`config.mk`:
```
export PLATFORM = sky130hd
export DESIGN_NAME = trajectory_constraint_cost
export DESIGN_NICKNAME = d
export VERILOG_FILES = /design/src/rtl/core/tcc_pkg.sv /design/src/rtl/core/trajectory_constraint_cost.sv
export VERILOG_INCLUDE_DIRS = /design/src /design/src/rtl/core
export SDC_FILE = /design/constraint.sdc
export NUM_CORES = 2
export LEC_CHECK = 0
export BUFFER_PORTS_ARGS = -buffer_cell sky130_fd_sc_hd__buf_4
export CAP_MARGIN = 40
export CORE_MARGIN = 2
export CORE_UTILIZATION = 49
export DETAILED_ROUTE_END_ITERATION = 16
export HOLD_SLACK_MARGIN = 0.03
export MAX_ROUTING_LAYER = met4
export PLACE_DENSITY = 0.65
export SETUP_SLACK_MARGIN = 0.1
export SLEW_MARGIN = 20
export SYNTH_ARGS = -nofsm -noshare
export SYNTH_HDL_FRONTEND = slang
export SYNTH_SLANG_ARGS = --single-unit
```
`constraint.sdc`:
```
create_clock -name i_clk -period 12.22 [get_ports i_clk]
set_input_delay 2.444 -clock i_clk [delete_from_list [all_inputs] [get_ports i_clk]]
set_output_delay 2.444 -clock i_clk [all_outputs]
set_load 0.01 [all_outputs]
```
`src/rtl/core/trajectory_constraint_cost_defines.svh`:
```
// Assertion macros for the trajectory constraint cost block.
// Included by the top level only; no other dependencies.
`ifndef TRAJECTORY_CONSTRAINT_COST_DEFINES_SVH
`define TRAJECTORY_CONSTRAINT_COST_DEFINES_SVH

`ifndef NO_ASSERTIONS
`define TCC_ASSERT_SAME(label, clk, rst_n, ante, cons, msg) \
    label: assert property (@(posedge clk) disable iff (!rst_n) (ante) |-> (cons)) \
        else $error(msg);
`define TCC_ASSERT_NEXT(label, clk, rst_n, ante, cons, msg) \
    label: assert property (@(posedge clk) disable iff (!rst_n) (ante) |=> (cons)) \
        else $error(msg);
`else
`define TCC_ASSERT_SAME(label, clk, rst_n, ante, cons, msg)
`define TCC_ASSERT_NEXT(label, clk, rst_n, ante, cons, msg)
`endif

`endif

```
`src/rtl/core/tcc_pkg.sv`:
```
// Shared constants for the trajectory constraint cost block.
// Register indexes, reset values and fixed widths; no dependencies.
package tcc_pkg;

    localparam int SPEED_WIDTH = 16;
    localparam int SUM_W       = 40;
    localparam int COST_W      = 32;
    localparam int CFG_W       = 16;
    localparam int CFG_IDX_W   = 3;

    localparam logic [CFG_IDX_W-1:0] CFG_ENABLE   = 3'd0;
    localparam logic [CFG_IDX_W-1:0] CFG_EXPONENT = 3'd1;
    localparam logic [CFG_IDX_W-1:0] CFG_WEIGHT   = 3'd2;
    localparam logic [CFG_IDX_W-1:0] CFG_RMIN     = 3'd3;
    localparam logic [CFG_IDX_W-1:0] CFG_VMAX     = 3'd4;
    localparam logic [CFG_IDX_W-1:0] CFG_VMIN     = 3'd5;
    localparam logic [CFG_IDX_W-1:0] CFG_TSTEP    = 3'd6;

    localparam logic        RST_ENABLE   = 1'b1;
    localparam logic [2:0]  RST_EXPONENT = 3'd1;
    localparam logic [15:0] RST_WEIGHT   = 16'd1024;
    localparam logic [15:0] RST_RMIN     = 16'd819;
    localparam logic [15:0] RST_VMAX     = 16'd2048;
    localparam logic [15:0] RST_VMIN     = 16'hFA66;
    localparam logic [15:0] RST_TSTEP    = 16'd3277;

    localparam logic [SUM_W-1:0]  SUM_MAX  = {SUM_W{1'b1}};
    localparam logic [COST_W-1:0] COST_MAX = {COST_W{1'b1}};

endpackage

```
`src/rtl/core/trajectory_constraint_cost.sv`:
```
// Trajectory constraint cost: per-point violation scoring and row-end cost.
// Depends on tcc_pkg and trajectory_constraint_cost_defines.svh.
//
// Use: points arrive on the input channel (i_valid/o_ready) one beat each.
// Each point adds its speed and turning-radius violations to a 40-bit
// saturating row sum. A beat with i_row_last set closes the row and causes
// one result beat on the output channel (o_valid/i_ready); other beats
// cause none. While disabled, the last beat of a row returns the prior cost.
// Steps: a point passes through accept, limit check, 16 restoring division
// steps on the shared subtractor and radius update; a point whose
// quotient is known to exceed 16 bits skips the division.
// A row end uses the shared 32x32 multiplier for the scaled base (M0 to M5,
// then BASE), then PMUL and PSTEP per extra power step, and FIN for the total.
// The block takes no new point until the current one is finished.
// The result sits in an output register, so the next row proceeds while
// a result waits; only a second row end stalls behind an unaccepted beat.
// Reset (synchronous, active low) clears the row sum, the output slot and
// restores every configuration register to its default.
// Configuration writes (i_cfg_we) land at once; unknown indexes are dropped.
`include "trajectory_constraint_cost_defines.svh"

module trajectory_constraint_cost #(
    parameter int SPEED_WIDTH = tcc_pkg::SPEED_WIDTH
) (
    input  logic                              i_clk,
    input  logic                              i_rst_n,
    input  logic                              i_cfg_we,
    input  logic [tcc_pkg::CFG_IDX_W-1:0]     i_cfg_idx,
    input  logic [tcc_pkg::CFG_W-1:0]         i_cfg_data,
    input  logic                              i_valid,
    output logic                              o_ready,
    input  logic signed [SPEED_WIDTH-1:0]     i_speed,
    input  logic signed [SPEED_WIDTH-1:0]     i_yaw_rate,
    input  logic [tcc_pkg::COST_W-1:0]        i_prior_cost,
    input  logic                              i_row_last,
    output logic                              o_valid,
    input  logic                              i_ready,
    output logic [tcc_pkg::COST_W-1:0]        o_row_cost,
    output logic                              o_saturated
);

    localparam int W  = SPEED_WIDTH;
    localparam int EW = ((W > 16) ? W : 16) + 1;
    localparam int SW = tcc_pkg::SUM_W;
    localparam int CW = tcc_pkg::COST_W;

    localparam logic [3:0] S_IDLE  = 4'd0;
    localparam logic [3:0] S_LIMIT = 4'd1;
    localparam logic [3:0] S_DIV   = 4'd2;
    localparam logic [3:0] S_RAD   = 4'd3;
    localparam logic [3:0] S_M0    = 4'd4;
    localparam logic [3:0] S_M1    = 4'd5;
    localparam logic [3:0] S_M2    = 4'd6;
    localparam logic [3:0] S_M3    = 4'd7;
    localparam logic [3:0] S_M4    = 4'd8;
    localparam logic [3:0] S_M5    = 4'd9;
    localparam logic [3:0] S_BASE  = 4'd10;
    localparam logic [3:0] S_PMUL  = 4'd11;
    localparam logic [3:0] S_PSTEP = 4'd12;
    localparam logic [3:0] S_FIN   = 4'd13;

    // configuration
    logic              r_enable;
    logic [2:0]        r_exp;
    logic [15:0]       r_weight;
    logic [15:0]       r_rmin;
    logic signed [15:0] r_vmax;
    logic signed [15:0] r_vmin;
    logic [15:0]       r_tstep;

    // control and row state
    logic [3:0]        r_state, n_state;
    logic [3:0]        r_cnt, n_cnt;
    logic [SW-1:0]     r_sum, n_sum;
    logic              r_sum_ovf, n_sum_ovf;
    logic              r_out_valid, n_out_valid;

    // datapath
    logic signed [W-1:0] r_vx, r_wz;
    logic [CW-1:0]     r_prior;
    logic              r_last;
    logic [W-1:0]      r_awz;
    logic              r_big;
    logic [W-1:0]      r_rem;
    logic [15:0]       r_low;
    logic [63:0]       r_prod;
    logic [63:0]       r_acc;
    logic [CW-1:0]     r_b;
    logic [CW-1:0]     r_pow;
    logic              r_sat;
    logic [CW-1:0]     r_out_cost;
    logic              r_out_sat;

    logic              in_beat;
    logic              load_ok;

    // speed limits
    logic signed [EW-1:0] vx_e, vmax_e, vmin_e, d_over, d_under;
    logic [EW-1:0]     over, under, viol;
    logic [W-1:0]      avx, awz_raw, awz;
    logic              big;

    // shared saturating adder on the row sum
    logic [EW-1:0]     add_op;
    logic [SW:0]       sum_add;

    // shared subtractor for the divider
    logic [W:0]        div_sh, div_trial;
    logic              div_ge;

    // shared multiplier
    logic [31:0]       mul_a, mul_b;
    logic [63:0]       mul_p;

    logic [2:0]        pwr;
    logic [CW:0]       total;

    assign in_beat = i_valid && o_ready;
    assign o_ready = (r_state == S_IDLE);
    assign load_ok = !r_out_valid || i_ready;

    assign vx_e    = EW'(r_vx);
    assign vmax_e  = EW'(r_vmax);
    assign vmin_e  = EW'(r_vmin);
    assign d_over  = vx_e - vmax_e;
    assign d_under = vmin_e - vx_e;
    assign over    = (vx_e > vmax_e) ? d_over : '0;
    assign under   = (vmin_e > vx_e) ? d_under : '0;
    assign viol    = over + under;

    assign avx     = r_vx[W-1] ? W'(-r_vx) : W'(r_vx);
    assign awz_raw = r_wz[W-1] ? W'(-r_wz) : W'(r_wz);
    assign awz     = (awz_raw == '0) ? W'(1) : awz_raw;
    assign big     = {4'b0, avx} >= {awz, 4'b0};

    assign div_sh    = {r_rem, r_low[15]};
    assign div_trial = div_sh - {1'b0, r_awz};
    assign div_ge    = (div_sh >= {1'b0, r_awz});

    assign mul_p = {32'b0, mul_a} * {32'b0, mul_b};

    assign pwr   = (r_exp == 3'd0) ? 3'd1 : ((r_exp > 3'd4) ? 3'd4 : r_exp);
    assign total = {1'b0, r_prior} + {1'b0, r_pow};

    always_comb begin
        add_op = '0;
        if (r_state == S_LIMIT) begin
            add_op = viol;
        end else if (r_state == S_RAD && !r_big && (r_low < r_rmin)) begin
            add_op = EW'(r_rmin - r_low);
        end
    end

    assign sum_add = {1'b0, r_sum} + (SW+1)'(add_op);

    always_comb begin
        mul_a = '0;
        mul_b = '0;
        case (r_state)
            S_M0: begin
                mul_a = r_sum[31:0];
                mul_b = {16'b0, r_tstep};
            end
            S_M1: begin
                mul_a = 32'(r_sum[SW-1:32]);
                mul_b = {16'b0, r_tstep};
            end
            S_M3: begin
                mul_a = r_acc[43:12];
                mul_b = {16'b0, r_weight};
            end
            S_M4: begin
                mul_a = 32'(r_acc[55:44]);
                mul_b = {16'b0, r_weight};
            end
            S_PMUL: begin
                mul_a = r_pow;
                mul_b = r_b;
            end
            default: begin
                mul_a = '0;
                mul_b = '0;
            end
        endcase
    end

    always_comb begin
        n_state     = r_state;
        n_cnt       = r_cnt;
        n_sum       = r_sum;
        n_sum_ovf   = r_sum_ovf;
        n_out_valid = r_out_valid && !i_ready;
        unique case (r_state) inside
            S_IDLE: begin
                if (in_beat) begin
                    if (r_enable) begin
                        n_state = S_LIMIT;
                    end else if (i_row_last) begin
                        n_state = S_FIN;
                    end
                end
            end
            S_LIMIT, S_RAD: begin
                if (sum_add[SW]) begin
                    n_sum     = tcc_pkg::SUM_MAX;
                    n_sum_ovf = 1'b1;
                end else begin
                    n_sum = sum_add[SW-1:0];
                end
                n_cnt = '0;
                if (r_state == S_LIMIT) begin
                    n_state = big ? S_RAD : S_DIV;
                end else begin
                    n_state = r_last ? S_M0 : S_IDLE;
                end
            end
            S_DIV: begin
                n_cnt = r_cnt + 4'd1;
                if (r_cnt == 4'd15) begin
                    n_state = S_RAD;
                end
            end
            S_M0:   n_state = S_M1;
            S_M1:   n_state = S_M2;
            S_M2:   n_state = S_M3;
            S_M3:   n_state = S_M4;
            S_M4:   n_state = S_M5;
            S_M5:   n_state = S_BASE;
            S_BASE: begin
                n_cnt   = {1'b0, pwr - 3'd1};
                n_state = (pwr == 3'd1) ? S_FIN : S_PMUL;
            end
            S_PMUL: n_state = S_PSTEP;
            S_PSTEP: begin
                n_cnt   = r_cnt - 4'd1;
                n_state = (r_cnt == 4'd1) ? S_FIN : S_PMUL;
            end
            S_FIN: begin
                if (load_ok) begin
                    n_out_valid = 1'b1;
                    n_sum       = '0;
                    n_sum_ovf   = 1'b0;
                    n_state     = S_IDLE;
                end
            end
            default: n_state = S_IDLE;
        endcase
    end

    always_ff @(posedge i_clk) begin
        if (!i_rst_n) begin
            r_state     <= S_IDLE;
            r_cnt       <= '0;
            r_sum       <= '0;
            r_sum_ovf   <= 1'b0;
            r_out_valid <= 1'b0;
            r_enable    <= tcc_pkg::RST_ENABLE;
            r_exp       <= tcc_pkg::RST_EXPONENT;
            r_weight    <= tcc_pkg::RST_WEIGHT;
            r_rmin      <= tcc_pkg::RST_RMIN;
            r_vmax      <= tcc_pkg::RST_VMAX;
            r_vmin      <= tcc_pkg::RST_VMIN;
            r_tstep     <= tcc_pkg::RST_TSTEP;
        end else begin
            r_state     <= n_state;
            r_cnt       <= n_cnt;
            r_sum       <= n_sum;
            r_sum_ovf   <= n_sum_ovf;
            r_out_valid <= n_out_valid;
            if (i_cfg_we) begin
                unique case (i_cfg_idx)
                    tcc_pkg::CFG_ENABLE:   r_enable <= i_cfg_data[0];
                    tcc_pkg::CFG_EXPONENT: r_exp    <= i_cfg_data[2:0];
                    tcc_pkg::CFG_WEIGHT:   r_weight <= i_cfg_data;
                    tcc_pkg::CFG_RMIN:     r_rmin   <= i_cfg_data;
                    tcc_pkg::CFG_VMAX:     r_vmax   <= i_cfg_data;
                    tcc_pkg::CFG_VMIN:     r_vmin   <= i_cfg_data;
                    tcc_pkg::CFG_TSTEP:    r_tstep  <= i_cfg_data;
                    default: ;
                endcase
            end
        end
    end

    always_ff @(posedge i_clk) begin
        r_prod <= mul_p;
        case (r_state) inside
            S_IDLE: begin
                if (in_beat) begin
                    r_vx    <= i_speed;
                    r_wz    <= i_yaw_rate;
                    r_prior <= i_prior_cost;
                    r_last  <= i_row_last;
                    r_pow   <= '0;
                    r_sat   <= 1'b0;
                end
            end
            S_LIMIT: begin
                r_awz <= awz;
                r_big <= big;
                r_rem <= W'(avx >> 4);
                r_low <= {avx[3:0], 12'b0};
            end
            S_DIV: begin
                r_rem <= div_ge ? div_trial[W-1:0] : div_sh[W-1:0];
                r_low <= {r_low[14:0], div_ge};
            end
            S_M1, S_M4: r_acc <= r_prod;
            S_M2, S_M5: r_acc <= r_acc + {r_prod[31:0], 32'b0};
            S_BASE: begin
                r_b   <= (r_acc[63:40] != '0) ? tcc_pkg::COST_MAX : r_acc[39:8];
                r_pow <= (r_acc[63:40] != '0) ? tcc_pkg::COST_MAX : r_acc[39:8];
                r_sat <= r_sum_ovf || (r_acc[63:40] != '0);
            end
            S_PSTEP: begin
                r_pow <= (r_prod[63:48] != '0) ? tcc_pkg::COST_MAX : r_prod[47:16];
                r_sat <= r_sat || (r_prod[63:48] != '0);
            end
            S_FIN: begin
                if (load_ok) begin
                    r_out_cost <= total[CW] ? tcc_pkg::COST_MAX : total[CW-1:0];
                    r_out_sat  <= r_sat || total[CW];
                end
            end
            default: ;
        endcase
    end

    assign o_valid     = r_out_valid;
    assign o_row_cost  = r_out_cost;
    assign o_saturated = r_out_sat;

    `TCC_ASSERT_SAME(a_ovf_sticks, i_clk, i_rst_n, r_sum_ovf, r_sum == tcc_pkg::SUM_MAX, "row overflow flag set without saturated sum")
    `TCC_ASSERT_SAME(a_div_rem, i_clk, i_rst_n, r_state == S_DIV, r_rem < r_awz, "divider remainder not below divisor")
    `TCC_ASSERT_NEXT(a_row_clear, i_clk, i_rst_n, (r_state == S_FIN) && load_ok, (r_sum == '0) && !r_sum_ovf && o_valid, "row state not cleared on result load")
    `TCC_ASSERT_SAME(a_ready_busy, i_clk, i_rst_n, o_ready, (r_state != S_FIN) && (r_state != S_DIV), "input accepted while a point is in flight")

endmodule
```
== After elaboration in Yosys (flattened, before gate mapping) ==
Cells that the tools add are included.
Storage, ports and cells
  input bits: 89
  output and inout port bits: 35
  logic and storage cells: 187
  bits in registers: 474
Operators by class
  bitwise logic cells: 7
  multiply operators: 1
  reduce and logical (&&, ||, !) cells: 44
  add/subtract/negate cells: 13
  magnitude comparators: 6
  eq/ne operators: 31
  mux-type cells: 56
Operators by type and width (number)
  32-bit 2-to-1 mux: 10
  32-bit case mux with 5 select lines: 1
  64-bit 2-to-1 mux: 2
  16-bit 2-to-1 mux: 7
  32-bit case mux with 3 select lines: 1
  40-bit 2-to-1 mux: 2
  40-bit case mux with 2 select lines: 1
  17-bit 2-to-1 mux: 4
  64-bit adder: 1
  32-bit by 32-bit multiplier with 64-bit output: 1
  4-bit case mux with 13 select lines: 1
  16-bit by 16-bit subtractor with 17-bit output: 3
  40-bit by 17-bit adder with 41-bit output: 1
  32-bit by 32-bit adder with 33-bit output: 1
  16-bit greater-than comparator: 2
  16-bit negator: 2
  4-bit equality test (second input constant): 7
  24-bit nonzero test: 1
  2-bit AND reduction: 11
  16-bit by 20-bit >= comparator with 1-bit output: 1
  4-bit 2-to-1 mux: 5
  3-bit 2-to-1 mux: 6
  17-bit adder: 1
  17-bit by 16-bit >= comparator with 1-bit output: 1
  other kinds (35): 85

== Longest topological paths before layout ==
  depth after elaboration: 9
  depth in mapped cells: 38
  gate-level depth less buffers: 32

== Worst setup path after synthesis ==
No wires, ideal clock.
  path kind: reg2reg
  start: reg r_state[3]
  end: reg r_prod[60]
  path buffers: 6
  clock period less this slack: 8.841 ns
  data arrival time: 8.769 ns
  cell stages (with the launch flop): 35
  data required time: 12.148 ns
  setup slack: 3.379 ns
  library setup time: 0.072 ns
  cells stage by stage: dfxtp_1 clkbuf_1 nand2_1 nor2_1 clkbuf_1 buf_4 buf_2 a22oi_1 and2_1 clkbuf_1 buf_2 nor2_1 fa_1 fa_1 inv_1 fa_1 fa_1 inv_1 fa_1 fa_1 inv_1 fa_1 fa_1 inv_1 ha_1 and3_1 and2_1 a221oi_1 nor2b_1 a211oi_2 and3_1 o211ai_1 a41o_1 a311oi_2 xnor2_1
On the way
  cells in the longest elaborated chain, start to end: 4
  elaborated cells between the ends (all ways): 10
  classes of those cells: mul (1); eq/ne (5); mux (2); reduce/logical (2)
RTL lines
  from (decl): line trajectory_constraint_cost.sv:72  | logic [3:0] r_state, n_state;
  from (signal assigned): line trajectory_constraint_cost.sv:265  | r_state <= n_state;
  4-bit by 3-bit equality test with 1-bit output / 4-bit equality test (equally long branches): line trajectory_constraint_cost.sv:159  | case (r_state)
  2-bit OR reduction (no line)
  32-bit case mux with 3 select lines: line trajectory_constraint_cost.sv:159
  32-bit by 32-bit multiplier with 64-bit output (*): line trajectory_constraint_cost.sv:140  | assign mul_p = {32'b0, mul_a} * {32'b0, mul_b};
  via mul_p[60]: line trajectory_constraint_cost.sv:113  | logic [63:0] mul_p;
  to (signal assigned): line trajectory_constraint_cost.sv:286  | r_prod <= mul_p;
  to (decl): line trajectory_constraint_cost.sv:86  | logic [63:0] r_prod;
The timed path passes the listed nets; every way through them passes the cells marked *.
A chain may end at the register's enable or synchronous reset.

== Worst setup path in the final report ==
  start: reg r_state[2]
  end: reg r_prod[63]
Same word-level chain as after synthesis.

==> flow_summary.json <==
{
  "crit_required_ps": 12730,
  "dr.pass1.iters": 8,
  "die-area_sq_um": 122000,
  "num_rows": 126,
  "synth_xor_xnor_area_share_pct": 3.11,
  "ioPinCount": 124,
  "final_common_cell": "nand2_1",
  "synth_seq_cells": 466,
  "numCtsBuffers": 49,
  "start_util_pct": 49.5,
  "grt_start_max_net_pins": 69,
  "drive_gt1_share_pct": 6.55,
  "yosys_most_used_dff": "edfxtp_1",
  "powerDensity_nw_per_um2": 81.0,
  "core_area_sq_um": 118000,
  "dieHeight_um": 350,
  "synth.cell_area_sq_um": 58600,
  "hold_buffers": 0,
  "worstMarginPinSlew_ps": 969,
  "leakage_uw": 0.0289,
  "gp_congestion": 1.06,
  "mostFrequentLayoutCells": "1024 x nand2_1, 994 x inv_1, 904 x fa_1",
  "timing.final.crit_share_pct": 93.8,
  "muxShareOfSynthArea_pct": 0.465,
  "layout.nets": 8049,
  "wire_per_inst_um": 24.3,
  "stdcell_count": 8272,
  "antenna_found_initial": 14,
  "crit_buf_inv": 7,
  "final_antenna_net_count": 0,
  "rsz0062_at_grt": "no",
  "setup_violations": 0,
  "synth_edf_count": 268,
  "slew_violations": 0,
  "cts_buffer_depth": 3,
  "crit_path_end_kind": "register",
  "hold_viol": 0,
  "finClkSkew_ps": 42.8,
  "ctsResizeCount": 0,
  "vias": 48116,
  "postCtsSetupBuffers": 0,
  "yosysTopAreaCellShare_pct": 30.9,
  "htreeDepth": 2,
  "synth_cell_types": 88,
  "synth_fp_nets": 8032,
  "clk_latency_ps": 630,
  "drv_cap": 0,
  "cpMostUsedCell": "fa_1",
  "routed_wl_um": 201000,
  "yosys.area_share.simple_pct": 16.7,
  "grt_overflow": 0,
  "cts.clk_slew.worst_paths_ps": 60,
  "synth_seq_area_share_pct": 20.5,
  "crit_family": "adder cells",
  "max-vdd-ir-drop_uv": 90.7,
  "synthAdderAreaFrac_pct": 40.3,
  "synth_compound_area_share_pct": 10.4,
  "max_stage_delay_ps": 920,
  "dp_cells": 8150,
  "dp_hpwl_um": 161000,
  "crit_arrival_ps": 11970,
  "outcome": "finished clean",
  "postSynthCellCount": 6596,
  "fmax_mhz": 87.3,
  "synth_warnings": 0,
  "grt_pass1_wl_um": 303000,
  "worstSetupPathType": "reg -> reg",
  "fill_cells": 10986,
  "worst_hold_path_type": "reg -> reg",
  "synthTopCellsByArea": "fa_1 31%, edfxtp_1 14%, ha_1 9.5%",
  "fin_tns_setup_ps": 0,
  "via_per_inst": 5.82,
  "grt_usage_pct": 34.4,
  "drc": 0,
  "critPathLaunchType": "register",
  "crit_slowest_cell": "nor4bb_1",
  "cts_root_buf": "clkbuf_16",
  "relSlewSlack_pct": 34.5,
  "cts_tree": "built",
  "postSynthAreaPerCell_sq_um": 8.89,
  "asyncSetResetFlopFracSynth_pct": 0,
  "dieWidth_um": 350,
  "cp_max_fo": 40,
  "grt_pass1_vias": 47778,
  "area_growth_pct": 8.51,
  "period_minus_slack_ps": 11460,
  "yosysTopAreaCell": "fa_1",
  "drt-initial-drc-count": 5307,
  "io_buffers": 123,
  "clock-sinks": 466,
  "synth_top_family_by_area": "adder cells"
}
routing by layer:
| metal | routed length (um) | global-route usage [%] | up-vias |
|---|---|---|---|
| li1 | - | - | 21105 |
| met4 | 9420 | 14.0 | 0 |
| met3 | 23400 | 8.56 | 441 |
| met5 | 0 | - | - |
| met2 | 85400 | 48.7 | 2540 |
| met1 | 83200 | 47.1 | 24030 |
power breakdown:
part / switching [uW] / internal, uW
combinational: 902 / 621
clock: 714 / 941
sequential: 126 / 1850
layout make-up:
type	instances	area (sq um)	share of cell area, %
diodes	18	45.0	0.0708
clock buffers	63	1430	2.24
clock inverters	29	327	0.513
inverters	996	3740	5.88
multi-input cells	4819	41700	65.6
flip-flops and latches	466	12000	18.9
well taps	1600	2000	3.15
repair buffers	281	2370	3.72
worst paths after layout:
check	startpoint	endpoint	slack, ps	cells after the start
setup / recovery	r_state[2]	r_prod[63]	760	31
setup reg to reg	r_state[2]	r_prod[63]	760	31
hold reg to reg	r_sum[6]	r_sum[6]	460	2
hold / removal	r_sum[6]	r_sum[6]	460	2
synthesized netlist by cell type (all sizes together) (101+ instances only):
cell	count
nor2	724
nand3	101
xnor2	130
nand2	1025
fa	904
dfxtp	198
o21ai	236
inv	995
ha	443
clkbuf	243
a21o	104
edfxtp	268
a21oi	239
per-stage QoR:
stage,util (%),instance area [sq um],hold WS [ps],setup slack [ps],total power [uW]
detailed placement,52.1,61700,458,1220,3500
global placement,51.8,61300,451,1060,3460
CTS,53.6,63400,467,1190,5140
finish,53.7,63600,464,762,5160
global route,53.7,63600,483,647,5410
floorplan,-,58600,435,3380,3080
worst min-delay path, delay by kind of cell (launching register included):
| family | cells | cell delay (ps) |
|---|---|---|
| and+or+nand+nor | 2 | 100 |
| DFF | 1 | 330 |
registers in the layout, indices dropped and copies added (netlist names), 32 cells and up:
register	flops
r_prod	64
r_acc	56
r_sum	40
o_row_cost	32
r_b	32
r_pow	32
r_prior	32
cell families (layout without fill, tap and decap cells):
kind of cell | after synthesis | in the layout
other cells | 0 | 18
xor+xnor | 208 | 208
compound gates | 952 | 952
simple gates | 2285 | 2285
flops | 466 | 466
mux | 27 | 27
fa+ha+maj | 1347 | 1347
buf+inv | 1311 | 1369
No activity file was read; power rests on OpenSTA's default activity.
